--- src/rtl/radix_integer_to_ascii_unit_assert.svh ---
// assertion macros used by the radix to ascii datapath
`ifndef RADIX_INTEGER_TO_ASCII_UNIT_ASSERT_SVH
`define RADIX_INTEGER_TO_ASCII_UNIT_ASSERT_SVH

// same-cycle implication, sampled on clk, off while arst_n is low
`define RITA_ASSERT_IMP(lbl, ante, cons) \
	lbl: assert property (@(posedge clk) disable iff (!arst_n) (ante) |-> (cons)) \
		else $error("rita assertion failed");

// next-cycle implication, sampled on clk, off while arst_n is low
`define RITA_ASSERT_NXT(lbl, ante, cons) \
	lbl: assert property (@(posedge clk) disable iff (!arst_n) (ante) |=> (cons)) \
		else $error("rita assertion failed");

`endif

--- src/rtl/rita_pkg.sv ---
// shared types, constants and helpers of the radix to ascii unit
`default_nettype none

package rita_pkg;

	localparam int VALUE_BITS_DEF = 32;
	localparam int RADIX_W        = 6;
	localparam int DIGIT_W        = 6;
	localparam int CHAR_W         = 8;
	localparam int BITS_PER_STEP  = 8;
	localparam int RADIX_MIN      = 2;
	localparam int RADIX_MAX      = 36;
	localparam int DECIMAL        = 10;

	localparam logic [CHAR_W-1:0] MINUS_CHAR = 8'h2D;
	localparam logic [CHAR_W-1:0] CHAR_ZERO  = 8'h30;
	localparam logic [CHAR_W-1:0] CHAR_LOW_A = 8'h61;
	localparam logic [CHAR_W-1:0] CHAR_ERR   = 8'h00;

	// commands from the controller to the datapath
	typedef struct packed {
		logic load;
		logic div_step;
		logic div_first;
		logic push;
		logic out_sign;
		logic out_digit;
		logic out_err;
	} rita_cmd_t;

	// status from the datapath to the controller
	typedef struct packed {
		logic in_bad;
		logic in_neg;
		logic q_zero;
		logic last_digit;
		logic out_free;
	} rita_sts_t;

	// digit 0..35 to '0'-'9' then 'a'-'z'
	function automatic logic [CHAR_W-1:0] digit_char(input logic [DIGIT_W-1:0] d);
		logic [CHAR_W-1:0] dx;
		dx = {{(CHAR_W-DIGIT_W){1'b0}}, d};
		if (dx < CHAR_W'(DECIMAL)) begin
			return CHAR_ZERO + dx;
		end else begin
			return CHAR_LOW_A + dx - CHAR_W'(DECIMAL);
		end
	endfunction

endpackage

`default_nettype wire

--- src/rtl/rita_in_if.sv ---
// input channel: value, signedness and radix with valid/ready
`default_nettype none

interface rita_in_if
	import rita_pkg::*;
#(
	parameter int VALUE_BITS = VALUE_BITS_DEF
);
	logic                  valid;
	logic                  ready;
	logic [VALUE_BITS-1:0] value_bits;
	logic                  is_signed;
	logic [RADIX_W-1:0]    radix;

	modport source (output valid, value_bits, is_signed, radix, input ready);
	modport sink   (input valid, value_bits, is_signed, radix, output ready);
endinterface

`default_nettype wire

--- src/rtl/rita_out_if.sv ---
// output channel: one character per transaction with valid/ready
`default_nettype none

interface rita_out_if
	import rita_pkg::*;
();
	logic              valid;
	logic              ready;
	logic [CHAR_W-1:0] character;
	logic              last;
	logic              bad_radix;

	modport source (output valid, character, last, bad_radix, input ready);
	modport sink   (input valid, character, last, bad_radix, output ready);
endinterface

`default_nettype wire

--- src/rtl/rita_ctrl.sv ---
// controller state machine of the radix to ascii unit
`default_nettype none

module rita_ctrl
	import rita_pkg::*;
#(
	parameter int VALUE_BITS = VALUE_BITS_DEF
) (
	input  wire logic      clk,
	input  wire logic      arst_n,
	input  wire logic      in_valid,
	output logic           in_ready,
	input  wire rita_sts_t sts,
	output rita_cmd_t      cmd
);

	localparam int ITER   = (VALUE_BITS + BITS_PER_STEP - 1) / BITS_PER_STEP;
	localparam int STEP_W = (ITER > 1) ? $clog2(ITER) : 1;

	localparam logic [2:0] ST_IDLE = 3'd0;
	localparam logic [2:0] ST_DIV  = 3'd1;
	localparam logic [2:0] ST_SIGN = 3'd2;
	localparam logic [2:0] ST_EMIT = 3'd3;
	localparam logic [2:0] ST_ERR  = 3'd4;

	logic [2:0]        state_q, state_d;
	logic [STEP_W-1:0] step_q, step_d;
	logic              neg_q, neg_d;
	logic              last_step;

	assign last_step = (step_q == STEP_W'(ITER - 1));

	always_comb begin
		cmd      = '0;
		in_ready = 1'b0;
		state_d  = state_q;
		step_d   = step_q;
		neg_d    = neg_q;
		unique case (state_q)
			ST_IDLE: begin
				in_ready = 1'b1;
				if (in_valid) begin
					cmd.load = 1'b1;
					neg_d    = sts.in_neg;
					step_d   = '0;
					state_d  = sts.in_bad ? ST_ERR : ST_DIV;
				end
			end
			ST_DIV: begin
				cmd.div_step  = 1'b1;
				cmd.div_first = (step_q == '0);
				if (last_step) begin
					cmd.push = 1'b1;
					step_d   = '0;
					if (sts.q_zero) begin
						state_d = neg_q ? ST_SIGN : ST_EMIT;
					end
				end else begin
					step_d = step_q + STEP_W'(1);
				end
			end
			ST_SIGN: begin
				if (sts.out_free) begin
					cmd.out_sign = 1'b1;
					state_d      = ST_EMIT;
				end
			end
			ST_EMIT: begin
				if (sts.out_free) begin
					cmd.out_digit = 1'b1;
					if (sts.last_digit) begin
						state_d = ST_IDLE;
					end
				end
			end
			ST_ERR: begin
				if (sts.out_free) begin
					cmd.out_err = 1'b1;
					state_d     = ST_IDLE;
				end
			end
			default: begin
				state_d = ST_IDLE;
			end
		endcase
	end

	always_ff @(posedge clk or negedge arst_n) begin
		if (!arst_n) begin
			state_q <= ST_IDLE;
			step_q  <= '0;
			neg_q   <= 1'b0;
		end else begin
			state_q <= state_d;
			step_q  <= step_d;
			neg_q   <= neg_d;
		end
	end

endmodule

`default_nettype wire

--- src/rtl/rita_datapath.sv ---
// datapath: shared divider, digit stack and output register
`default_nettype none

`include "radix_integer_to_ascii_unit_assert.svh"

module rita_datapath
	import rita_pkg::*;
#(
	parameter int VALUE_BITS = VALUE_BITS_DEF
) (
	input  wire logic                  clk,
	input  wire logic                  arst_n,
	input  wire logic [VALUE_BITS-1:0] value_bits,
	input  wire logic                  is_signed,
	input  wire logic [RADIX_W-1:0]    radix,
	input  wire rita_cmd_t             cmd,
	output rita_sts_t                  sts,
	output logic                       out_valid,
	output logic [CHAR_W-1:0]          out_character,
	output logic                       out_last,
	output logic                       out_bad,
	input  wire logic                  out_ready
);

	localparam int ITER  = (VALUE_BITS + BITS_PER_STEP - 1) / BITS_PER_STEP;
	localparam int DV_W  = ITER * BITS_PER_STEP;
	localparam int CNT_W = $clog2(VALUE_BITS + 1);

	logic [DV_W-1:0]          dv_q, dv_next;
	logic [DIGIT_W-1:0]       rem_q, rem_c;
	logic [RADIX_W-1:0]       radix_q;
	logic [BITS_PER_STEP-1:0] top_bits, qbits;
	logic [DIGIT_W:0]         trial, diff;
	logic [DIGIT_W-1:0]       stk_q [VALUE_BITS];
	logic [CNT_W-1:0]         cnt_q;
	logic [VALUE_BITS-1:0]    mag;
	logic                     out_valid_q;
	logic [CHAR_W-1:0]        char_q;
	logic                     last_q;
	logic                     bad_q;

	// input decode
	assign sts.in_bad = (radix < RADIX_W'(RADIX_MIN)) || (radix > RADIX_W'(RADIX_MAX));
	assign sts.in_neg = is_signed && (radix == RADIX_W'(DECIMAL)) && value_bits[VALUE_BITS-1];
	assign mag = sts.in_neg ? (~value_bits + VALUE_BITS'(1)) : value_bits;

	// one byte of restoring division per cycle, quotient bits shift into dv_q
	assign top_bits = dv_q[DV_W-1 -: BITS_PER_STEP];

	always_comb begin
		rem_c = cmd.div_first ? '0 : rem_q;
		qbits = '0;
		trial = '0;
		diff  = '0;
		for (int i = BITS_PER_STEP - 1; i >= 0; i--) begin
			trial = {rem_c, top_bits[i]};
			diff  = trial - {1'b0, radix_q};
			if (trial >= {1'b0, radix_q}) begin
				rem_c    = diff[DIGIT_W-1:0];
				qbits[i] = 1'b1;
			end else begin
				rem_c = trial[DIGIT_W-1:0];
			end
		end
	end

	assign dv_next = (dv_q << BITS_PER_STEP) | DV_W'(qbits);

	assign sts.q_zero     = (dv_next == '0);
	assign sts.last_digit = (cnt_q == CNT_W'(1));
	assign sts.out_free   = !out_valid_q || out_ready;

	always_ff @(posedge clk) begin
		if (cmd.load) begin
			dv_q    <= DV_W'(mag);
			radix_q <= radix;
		end else if (cmd.div_step) begin
			dv_q  <= dv_next;
			rem_q <= rem_c;
		end
	end

	// digit stack: digits arrive least significant first, leave from the top
	always_ff @(posedge clk) begin
		if (cmd.push) begin
			stk_q[0] <= rem_c;
			for (int i = 1; i < VALUE_BITS; i++) begin
				stk_q[i] <= stk_q[i-1];
			end
		end else if (cmd.out_digit) begin
			for (int i = 0; i < VALUE_BITS - 1; i++) begin
				stk_q[i] <= stk_q[i+1];
			end
		end
	end

	always_ff @(posedge clk or negedge arst_n) begin
		if (!arst_n) begin
			cnt_q <= '0;
		end else if (cmd.load) begin
			cnt_q <= '0;
		end else if (cmd.push) begin
			cnt_q <= cnt_q + CNT_W'(1);
		end else if (cmd.out_digit) begin
			cnt_q <= cnt_q - CNT_W'(1);
		end
	end

	// output register
	always_ff @(posedge clk or negedge arst_n) begin
		if (!arst_n) begin
			out_valid_q <= 1'b0;
		end else if (cmd.out_err || cmd.out_sign || cmd.out_digit) begin
			out_valid_q <= 1'b1;
		end else if (out_ready) begin
			out_valid_q <= 1'b0;
		end
	end

	always_ff @(posedge clk) begin
		if (cmd.out_err) begin
			char_q <= CHAR_ERR;
			last_q <= 1'b1;
			bad_q  <= 1'b1;
		end else if (cmd.out_sign) begin
			char_q <= MINUS_CHAR;
			last_q <= 1'b0;
			bad_q  <= 1'b0;
		end else if (cmd.out_digit) begin
			char_q <= digit_char(stk_q[0]);
			last_q <= sts.last_digit;
			bad_q  <= 1'b0;
		end
	end

	assign out_valid     = out_valid_q;
	assign out_character = char_q;
	assign out_last      = last_q;
	assign out_bad       = bad_q;

	`RITA_ASSERT_IMP(a_push_room, cmd.push, cnt_q < CNT_W'(VALUE_BITS))
	`RITA_ASSERT_IMP(a_pop_nonempty, cmd.out_digit, cnt_q != '0)
	`RITA_ASSERT_IMP(a_out_free, cmd.out_err || cmd.out_sign || cmd.out_digit, sts.out_free)
	`RITA_ASSERT_IMP(a_rem_below_radix, cmd.div_step && !cmd.div_first, rem_q < radix_q)
	`RITA_ASSERT_NXT(a_load_clears, cmd.load, cnt_q == '0)

endmodule

`default_nettype wire

--- src/rtl/radix_integer_to_ascii_unit.sv ---
// sequence: accept, then each digit from the shared divider a byte at a time,
//   then each character into the output register
// one conversion at a time: the next input waits until the controller is idle again
// bad radix: one error transaction after accept, issued from the error state
// reset: arst_n clears controller state, digit count and output valid; no clearing pass
`default_nettype none

module radix_integer_to_ascii_unit
	import rita_pkg::*;
#(
	parameter int VALUE_BITS = VALUE_BITS_DEF
) (
	input wire logic   clk,
	input wire logic   arst_n,
	rita_in_if.sink    din,
	rita_out_if.source dout
);

	rita_cmd_t cmd;
	rita_sts_t sts;
	logic      in_ready;

	// input transaction accepted only while the controller is idle
	assign din.ready = in_ready;

	// controller: idle, divide loop, sign, emit, error
	rita_ctrl #(
		.VALUE_BITS(VALUE_BITS)
	) u_ctrl (
		.clk      (clk),
		.arst_n   (arst_n),
		.in_valid (din.valid),
		.in_ready (in_ready),
		.sts      (sts),
		.cmd      (cmd)
	);

	// datapath: byte-per-cycle divider by the radix, digit stack, output register
	rita_datapath #(
		.VALUE_BITS(VALUE_BITS)
	) u_datapath (
		.clk           (clk),
		.arst_n        (arst_n),
		.value_bits    (din.value_bits),
		.is_signed     (din.is_signed),
		.radix         (din.radix),
		.cmd           (cmd),
		.sts           (sts),
		.out_valid     (dout.valid),
		.out_character (dout.character),
		.out_last      (dout.last),
		.out_bad       (dout.bad_radix),
		.out_ready     (dout.ready)
	);

endmodule

`default_nettype wire
--- src/flat_wrapper.sv ---
// flat-port wrapper written by rule: the top's interface ports become plain ports
module radix_integer_to_ascii_unit_flat import rita_pkg::*;
#(
	parameter int VALUE_BITS = VALUE_BITS_DEF
)
  (clk, arst_n, din_valid, din_value_bits, din_is_signed, din_radix, din_ready, dout_valid, dout_character, dout_last, dout_bad_radix, dout_ready);
  rita_in_if #(.VALUE_BITS(VALUE_BITS)) din_i ();
  rita_out_if dout_i ();
  input wire logic clk;
  input wire logic arst_n;
  input wire logic [$bits(din_i.valid)-1:0] din_valid;
  input wire logic [$bits(din_i.value_bits)-1:0] din_value_bits;
  input wire logic [$bits(din_i.is_signed)-1:0] din_is_signed;
  input wire logic [$bits(din_i.radix)-1:0] din_radix;
  output wire logic [$bits(din_i.ready)-1:0] din_ready;
  output wire logic [$bits(dout_i.valid)-1:0] dout_valid;
  output wire logic [$bits(dout_i.character)-1:0] dout_character;
  output wire logic [$bits(dout_i.last)-1:0] dout_last;
  output wire logic [$bits(dout_i.bad_radix)-1:0] dout_bad_radix;
  input wire logic [$bits(dout_i.ready)-1:0] dout_ready;
  assign din_i.valid = din_valid;
  assign din_i.value_bits = din_value_bits;
  assign din_i.is_signed = din_is_signed;
  assign din_i.radix = din_radix;
  assign din_ready = din_i.ready;
  assign dout_valid = dout_i.valid;
  assign dout_character = dout_i.character;
  assign dout_last = dout_i.last;
  assign dout_bad_radix = dout_i.bad_radix;
  assign dout_i.ready = dout_ready;
  radix_integer_to_ascii_unit #(.VALUE_BITS(VALUE_BITS)) u_core (.clk(clk), .arst_n(arst_n), .din(din_i), .dout(dout_i));
endmodule
--- config.mk ---
export PLATFORM = sky130hd
export DESIGN_NAME = radix_integer_to_ascii_unit_flat
export DESIGN_NICKNAME = d
export VERILOG_FILES = /design/src/rtl/rita_pkg.sv /design/src/rtl/rita_in_if.sv /design/src/rtl/rita_out_if.sv /design/src/rtl/rita_ctrl.sv /design/src/rtl/rita_datapath.sv /design/src/rtl/radix_integer_to_ascii_unit.sv /design/src/flat_wrapper.sv
export VERILOG_INCLUDE_DIRS = /design/src /design/src/rtl
export SDC_FILE = /design/constraint.sdc
export NUM_CORES = 1
export LEC_CHECK = 0
export BUFFER_PORTS_ARGS = -buffer_cell sky130_fd_sc_hd__buf_2
export CAP_MARGIN = 5
export CORE_ASPECT_RATIO = 0.5
export CORE_MARGIN = 5
export CORE_UTILIZATION = 24
export DETAILED_ROUTE_END_ITERATION = 12
export SKIP_CTS_REPAIR_TIMING = 1
export SLEW_MARGIN = 20
export SYNTH_ARGS = -nofsm -noshare
export SYNTH_HDL_FRONTEND = slang
export SYNTH_SLANG_ARGS = --single-unit
export TNS_END_PERCENT = 50
--- constraint.sdc ---
create_clock -name clk -period 21.2 [get_ports clk]
set_input_delay 0 -clock clk [delete_from_list [all_inputs] [get_ports clk]]
set_output_delay 0 -clock clk [all_outputs]
set_load 0.02 [all_outputs]
==> flow_summary.json, run 1 <==
{
  "synth.area.top_cells": "edfxtp_1 (48%), nand2_1 (16%), ha_1 (4.7%)",
  "stdcell_count": 2476,
  "dieArea_um2": 67300,
  "place_area_um2": 15900,
  "timing.fmax_ghz": 0.0506,
  "viasPerCell": 4.51,
  "grt_usage": 0.0967,
  "setup_viol": 0,
  "synth_area_um2": 14900,
  "cts_buffer_depth": 3,
  "ys_ff_latch": 259,
  "place_congestion": 0.861,
  "layout-drive-gt1-share": 0.0981,
  "die_x_um": 362,
  "clkSinkCount": 259,
  "fill_cells": 6483,
  "syn_inst": 1574,
  "drt_iter0_drc": 929,
  "synth_seq_area_share": 0.513,
  "die_h_um": 186,
  "syn-num-nets": 1680,
  "drt-total-wl_um": 34300,
  "area_growth_pct": 15.5,
  "portBuffers": 54,
  "rsz0062_at_grt": "no",
  "grt_max_degree": 102,
  "clk_latency_ns": 0.53,
  "overflow": 0,
  "failed_checks": "hold timing",
  "finClkSkew_ns": 0.0218,
  "cp_max_fo": 16,
  "netlist.area_leader.share": 0.477,
  "fin_nets": 1736,
  "postSynthAreaPerCell_um2": 9.44,
  "cpMostUsedCell": "a21o_1",
  "grt_pass1_vias": 10600,
  "cts_buffers": 28,
  "slew_headroom": 0.290,
  "outcome": "finished with violations",
  "cts_root_buffer": "clkbuf_16",
  "antenna_found_initial": 0,
  "initial_utilization": 0.243,
  "worst_pin_slew_ns": 1.07,
  "vias": 11200,
  "setup_tns_ns": 0,
  "rows": 64,
  "synthArstFlopShare": 0.0502,
  "maxCapViolCount": 0,
  "diodes": 0,
  "worstHoldPathType": "in2reg",
  "cp_data_arrival_time_ns": 20.04,
  "synth-edff-count": 236,
  "end_kind": "flip-flop",
  "drv_slew": 0,
  "drc": 0,
  "final_area_um2": 17200,
  "hold_viol": 2,
  "tritoncts": "built",
  "clk_transition_reported_paths_ns": 0.07,
  "reg2reg_slack_ns": 1.45,
  "core_um2": 61200,
  "yosys.area.top_type": "edfxtp_1",
  "holdWs_ns": -0.0290,
  "synthDistinctLibCells": 89,
  "io-pin-count": 55,
  "startpoint_type": "flip-flop",
  "yosysWarningCount": 0,
  "grt_pass1_wl_um": 55100,
  "dp_hpwl_um": 22900,
  "finalCriticalPeriod_ns": 19.75,
  "slowest_delay_ns": 0.90,
  "cpMaxStageDelayCell": "edfxtp_1",
  "crit_required_ns": 21.49,
  "dp_cells": 2394,
  "path_class": "reg2reg",
  "drtAntennaViolNets": 0,
  "wl_per_cell_um": 13.8,
  "synth_ff_type": "edfxtp_1",
  "finalCritPeriodShare": 0.932,
  "htreeDepth": 1,
  "firstDrtPassIters": 5
}
==> Yosys cell counts, types with 9 or more instances <==
cell type  count
a21o_1        16
dfrtp_1       13
nor2b_1       11
nor3_1        18
inv_1         52
dfxtp_1       10
o21ai_0       62
nand2b_1      16
a31oi_1       13
edfxtp_1     236
nor2_1        52
or3_1         11
o21a_1        10
nand3_1       12
ha_1          56
mux2_2        19
xor2_1        27
a21oi_1       47
o31ai_1        9
mux2i_1       14
clkbuf_1      56
nand2_1      627
xnor2_1       39
nor4_1        11
==> critical path, delay by kind of cell (launching register included) <==
kind	cells	cell delay, ns
and+or+nand+nor	17	3.42
buffers and inverters	8	1.23
adders and majority gates	8	2.12
DFF	1	0.90
muxes	10	3.26
AOI/OAI and AO/OA	36	7.95
xor gates and xnor gates	2	0.61
==> routing by layer <==
| metal | track usage | part of all wire |
|---|---|---|
| met5 | 0 | 0 |
| met3 | 0.00969 | 0.039 |
| met4 | 0.0298 | 0.030 |
| met1 | 0.133 | 0.46 |
| met2 | 0.163 | 0.47 |
==> kinds of logic after synthesis <==
group,synth area share
xor gates and xnor gates,0.0411
adders and majority gates,0.0566
and+or+nand+nor,0.225
AOI/OAI and AO/OA,0.102
buffers and inverters,0.0335
muxes,0.0296
DFF,0.513
==> flip-flops by register name, indices dropped and copies added, names as in the netlist <==
| name | cells |
|---|---|
| u_core.u_ctrl.step_q | 2 |
| u_core.u_datapath.out_valid | 1 |
| u_core.u_datapath.stk_q | 192 |
| u_core.u_datapath.cnt_q | 6 |
| u_core.u_datapath.out_character | 8 |
| u_core.u_datapath.rem_q | 6 |
| u_core.u_datapath.out_last | 1 |
| u_core.u_datapath.out_bad | 1 |
| u_core.u_datapath.dv_q | 32 |
| u_core.u_ctrl.neg_q | 1 |
| u_core.u_datapath.radix_q | 6 |
| u_core.u_ctrl.state_q | 3 |
==> per-stage QoR <==
step                      utilization  hold WS (ns)  setup WS [ns]
after floorplan                     -        -0.296           3.50
after global placement          0.261       -0.0855           1.87
after detailed placement        0.261       -0.0851           1.35
after CTS                       0.275        -0.663           1.29
after global routing            0.280       0.00494         0.0962
final                           0.280       -0.0290           1.45
==> cell type report <==
cell class	count	area (µm²)	area share
Sequential cell	259	7610	0.444
Multi-Input combinational cell	1194	6780	0.395
Tap cell	825	1030	0.0602
Clock buffer	41	811	0.0473
Timing Repair Buffer	94	648	0.0378
Inverter	53	199	0.0116
Clock inverter	10	71.3	0.00416
==> layout by cell type, fill, tap and decap left out, types with 11 or more instances in the layout <==
master	netlist	final
or3_1	11	11
mux2i_1	14	14
nand3_1	12	12
a21o_1	16	16
dlygate4sd3_1	0	31
nor2_1	52	52
nor2b_1	11	11
o21ai_0	62	62
xnor2_1	39	39
ha_1	56	56
dfrtp_1	13	13
a21oi_1	47	47
inv_1	52	51
a31oi_1	13	13
nand2b_1	16	16
nor3_1	18	18
nand2_1	627	624
mux2_2	19	19
clkbuf_16	0	29
edfxtp_1	236	236
nor4_1	11	11
buf_2	5	54
xor2_1	27	27
==> path summary, 6_finish.rpt <==
check	start	to	cells past startpoint
setup / recovery	u_core.u_datapath.radix_q[1]$_DFFE_PP_	u_core.u_datapath.stk_q[0][2]$_DFFE_PP_	81
hold / removal	dout_ready	u_core.u_datapath.out_valid$_DFFE_PN0P_	3
setup reg to reg	u_core.u_datapath.radix_q[1]$_DFFE_PP_	u_core.u_datapath.stk_q[0][2]$_DFFE_PP_	81
hold reg to reg	u_core.u_datapath.stk_q[15][0]$_DFFE_PP_	u_core.u_datapath.stk_q[15][6]$_DFFE_PP_	0
max in group asynchronous	arst_n	u_core.u_datapath.cnt_q[2]$_DFFE_PN0P_	3
min in group asynchronous	arst_n	u_core.u_ctrl.state_q[0]$_DFFE_PN0P_	3
Power of run 1 is left out: the tool's default activity adds up to more than one toggle a clock period on the data nets, which glitch-free logic cannot reach.
==> run 2, diff against run 1 <==
clock period = 21.1 ns   (was 21.2 ns; I/O delays follow)
==> run 2 against run 1 <==
Effect of this change:
- the run still ends with hold timing left
- cell count about the same
- register-to-register slack better by 0.11 ns
- critical path depth up 3
==> flow_summary.json, run 2 (same netlist as run 1, synthesis figures left out) <==
{
  "slew_headroom": 0.382,
  "diodes": 0,
  "worst_pin_slew_ns": 0.919,
  "die_x_um": 362,
  "fin_ws_ns": 1.55,
  "initial_utilization": 0.243,
  "slowest_delay_ns": 0.49,
  "drtAntennaViolNets": 0,
  "reg2reg_to": "u_core.u_datapath.stk_q[0][2]$_DFFE_PP_",
  "clk_latency_ns": 0.54,
  "dieArea_um2": 67300,
  "largest_reg_flops": 192,
  "core_um2": 61200,
  "cpMostUsedCell": "a21o_1",
  "min_from": "din_value_bits[28]",
  "timing.fmax_ghz": 0.0512,
  "wl_met1_um": 15500,
  "met3_length_um": 1110,
  "r2r-start": "u_core.u_ctrl.step_q[0]$_DFFE_PN0P_",
  "portBuffers": 54,
  "wl_per_cell_um": 13.7,
  "cp_data_arrival_time_ns": 19.83,
  "maxCapViolCount": 0,
  "failed_checks": "hold timing",
  "end_kind": "flip-flop",
  "holdPathStages": 3,
  "cpMaxStageDelayCell": "or3b_2",
  "rsz0062_at_grt": "no",
  "drv_slew": 0,
  "routed.top_layer": "met4",
  "firstDrtPassIters": 5,
  "vias": 11200,
  "io-pin-count": 55,
  "area_growth_pct": 15.4,
  "r2r_cells": 84,
  "rows": 64,
  "holdWs_ns": -0.0513,
  "antenna_found_initial": 0,
  "layout-drive-gt1-share": 0.0975,
  "multiInputGateArea_um2": 6780,
  "cts_buffers": 28,
  "largest-register": "u_core.u_datapath.stk_q",
  "path_class": "reg2reg",
  "tritoncts": "built",
  "dr_wl_met2_um": 16200,
  "overflow": 0,
  "finalCriticalPeriod_ns": 19.55,
  "outcome": "finished with violations",
  "layout_commonest_cell": "nand2_1",
  "dpl_worst_slack_ns": 1.20,
  "fin_nets": 1739,
  "ff_latch_area_um2": 7610,
  "place_congestion": 0.850,
  "drt_iter0_drc": 902,
  "cts_buffer_depth": 3,
  "viasPerCell": 4.51,
  "startpoint_type": "flip-flop",
  "dp_hpwl_um": 22900,
  "clk_transition_reported_paths_ns": 0.06,
  "drt-total-wl_um": 33800,
  "htreeDepth": 1,
  "mostFrequentLayoutCells": "nand2_1 (624), edfxtp_1 (236), o21ai_0 (62)",
  "fill_cells": 6480,
  "reg2reg_slack_ns": 1.55,
  "setup_tns_ns": 0,
  "die_h_um": 186,
  "cp_max_fo": 16,
  "grt_pass1_wl_um": 54600,
  "hold_viol": 1,
  "finClkSkew_ns": 0.0156,
  "crit_required_ns": 21.39,
  "drc": 0,
  "grt_usage": 0.0958,
  "worstHoldPathType": "in2reg",
  "grt_max_degree": 80,
  "clkSinkCount": 259,
  "setup_viol": 0,
  "grt_pass1_vias": 10600,
  "whs_endpoint": "u_core.u_datapath.dv_q[28]$_DFFE_PP_",
  "cts_root_buffer": "clkbuf_16",
  "finalCritPeriodShare": 0.926
}
## run 2: how the worst max path moves through the flow
| stage | startpoint | to | slack [ns] | depth (start not counted) |
|---|---|---|---|---|
| 4_1_cts | u_core.u_ctrl.state_q[2]$_DFFE_PN0P_ | u_core.u_datapath.stk_q[0][2]$_DFFE_PP_ | 1.13 | 81 |
| 2_1_floorplan | u_core.u_ctrl.step_q[0]$_DFFE_PN0P_ | u_core.u_datapath.stk_q[0][2]$_DFFE_PP_ | 3.40 | 90 |
| 6_report | u_core.u_ctrl.step_q[0]$_DFFE_PN0P_ | u_core.u_datapath.stk_q[0][2]$_DFFE_PP_ | 1.55 | 84 |
| 3_3_place_gp | u_core.u_ctrl.state_q[2]$_DFFE_PN0P_ | u_core.u_datapath.stk_q[0][2]$_DFFE_PP_ | 1.75 | 80 |
| 3_5_place_dp | u_core.u_ctrl.state_q[2]$_DFFE_PN0P_ | u_core.u_datapath.stk_q[0][2]$_DFFE_PP_ | 1.20 | 81 |
| 5_1_grt | u_core.u_ctrl.step_q[0]$_DFFE_PN0P_ | u_core.u_datapath.stk_q[0][2]$_DFFE_PP_ | 0.08 | 83 |
## run 2: worst max-delay path, delay by kind of cell (launching register included)
family          cells  cell delay [ns]
compound gates     39             8.59
simple gates       18             3.81
mux                10             3.24
fa+ha+maj           9             2.45
buf+inv             8             0.79
flops               1             0.39
## run 2: metrics by stage
stage / cell area (µm²) / util / instances / hold slack, ns
after floorplan: 14900 / - / 1574 / -0.296
after global placement: 15900 / 0.261 / 2394 / -0.0731
after detailed placement: 15900 / 0.261 / 2394 / -0.0678
after CTS: 16800 / 0.274 / 2443 / -0.636
after global routing: 17100 / 0.280 / 2477 / 0.00420
final: 17100 / 0.280 / 2477 / -0.0513
## run 2: final cells by class
cell class | instances | area share
clock inverters | 11 | 0.00453
inverters | 53 | 0.0116
well taps | 825 | 0.0602
clock buffers | 38 | 0.0443
flip-flops and latches | 259 | 0.444
repair buffers | 97 | 0.0394
multi-input cells | 1194 | 0.396
## run 2: metal layers
metal  global-route usage  vias up
met1                0.129     5377
met3              0.00806       64
li1                     -     5543
met5                    0        -
met2                0.166      188
met4               0.0296        0
Power of run 2 is left out for the same reason.
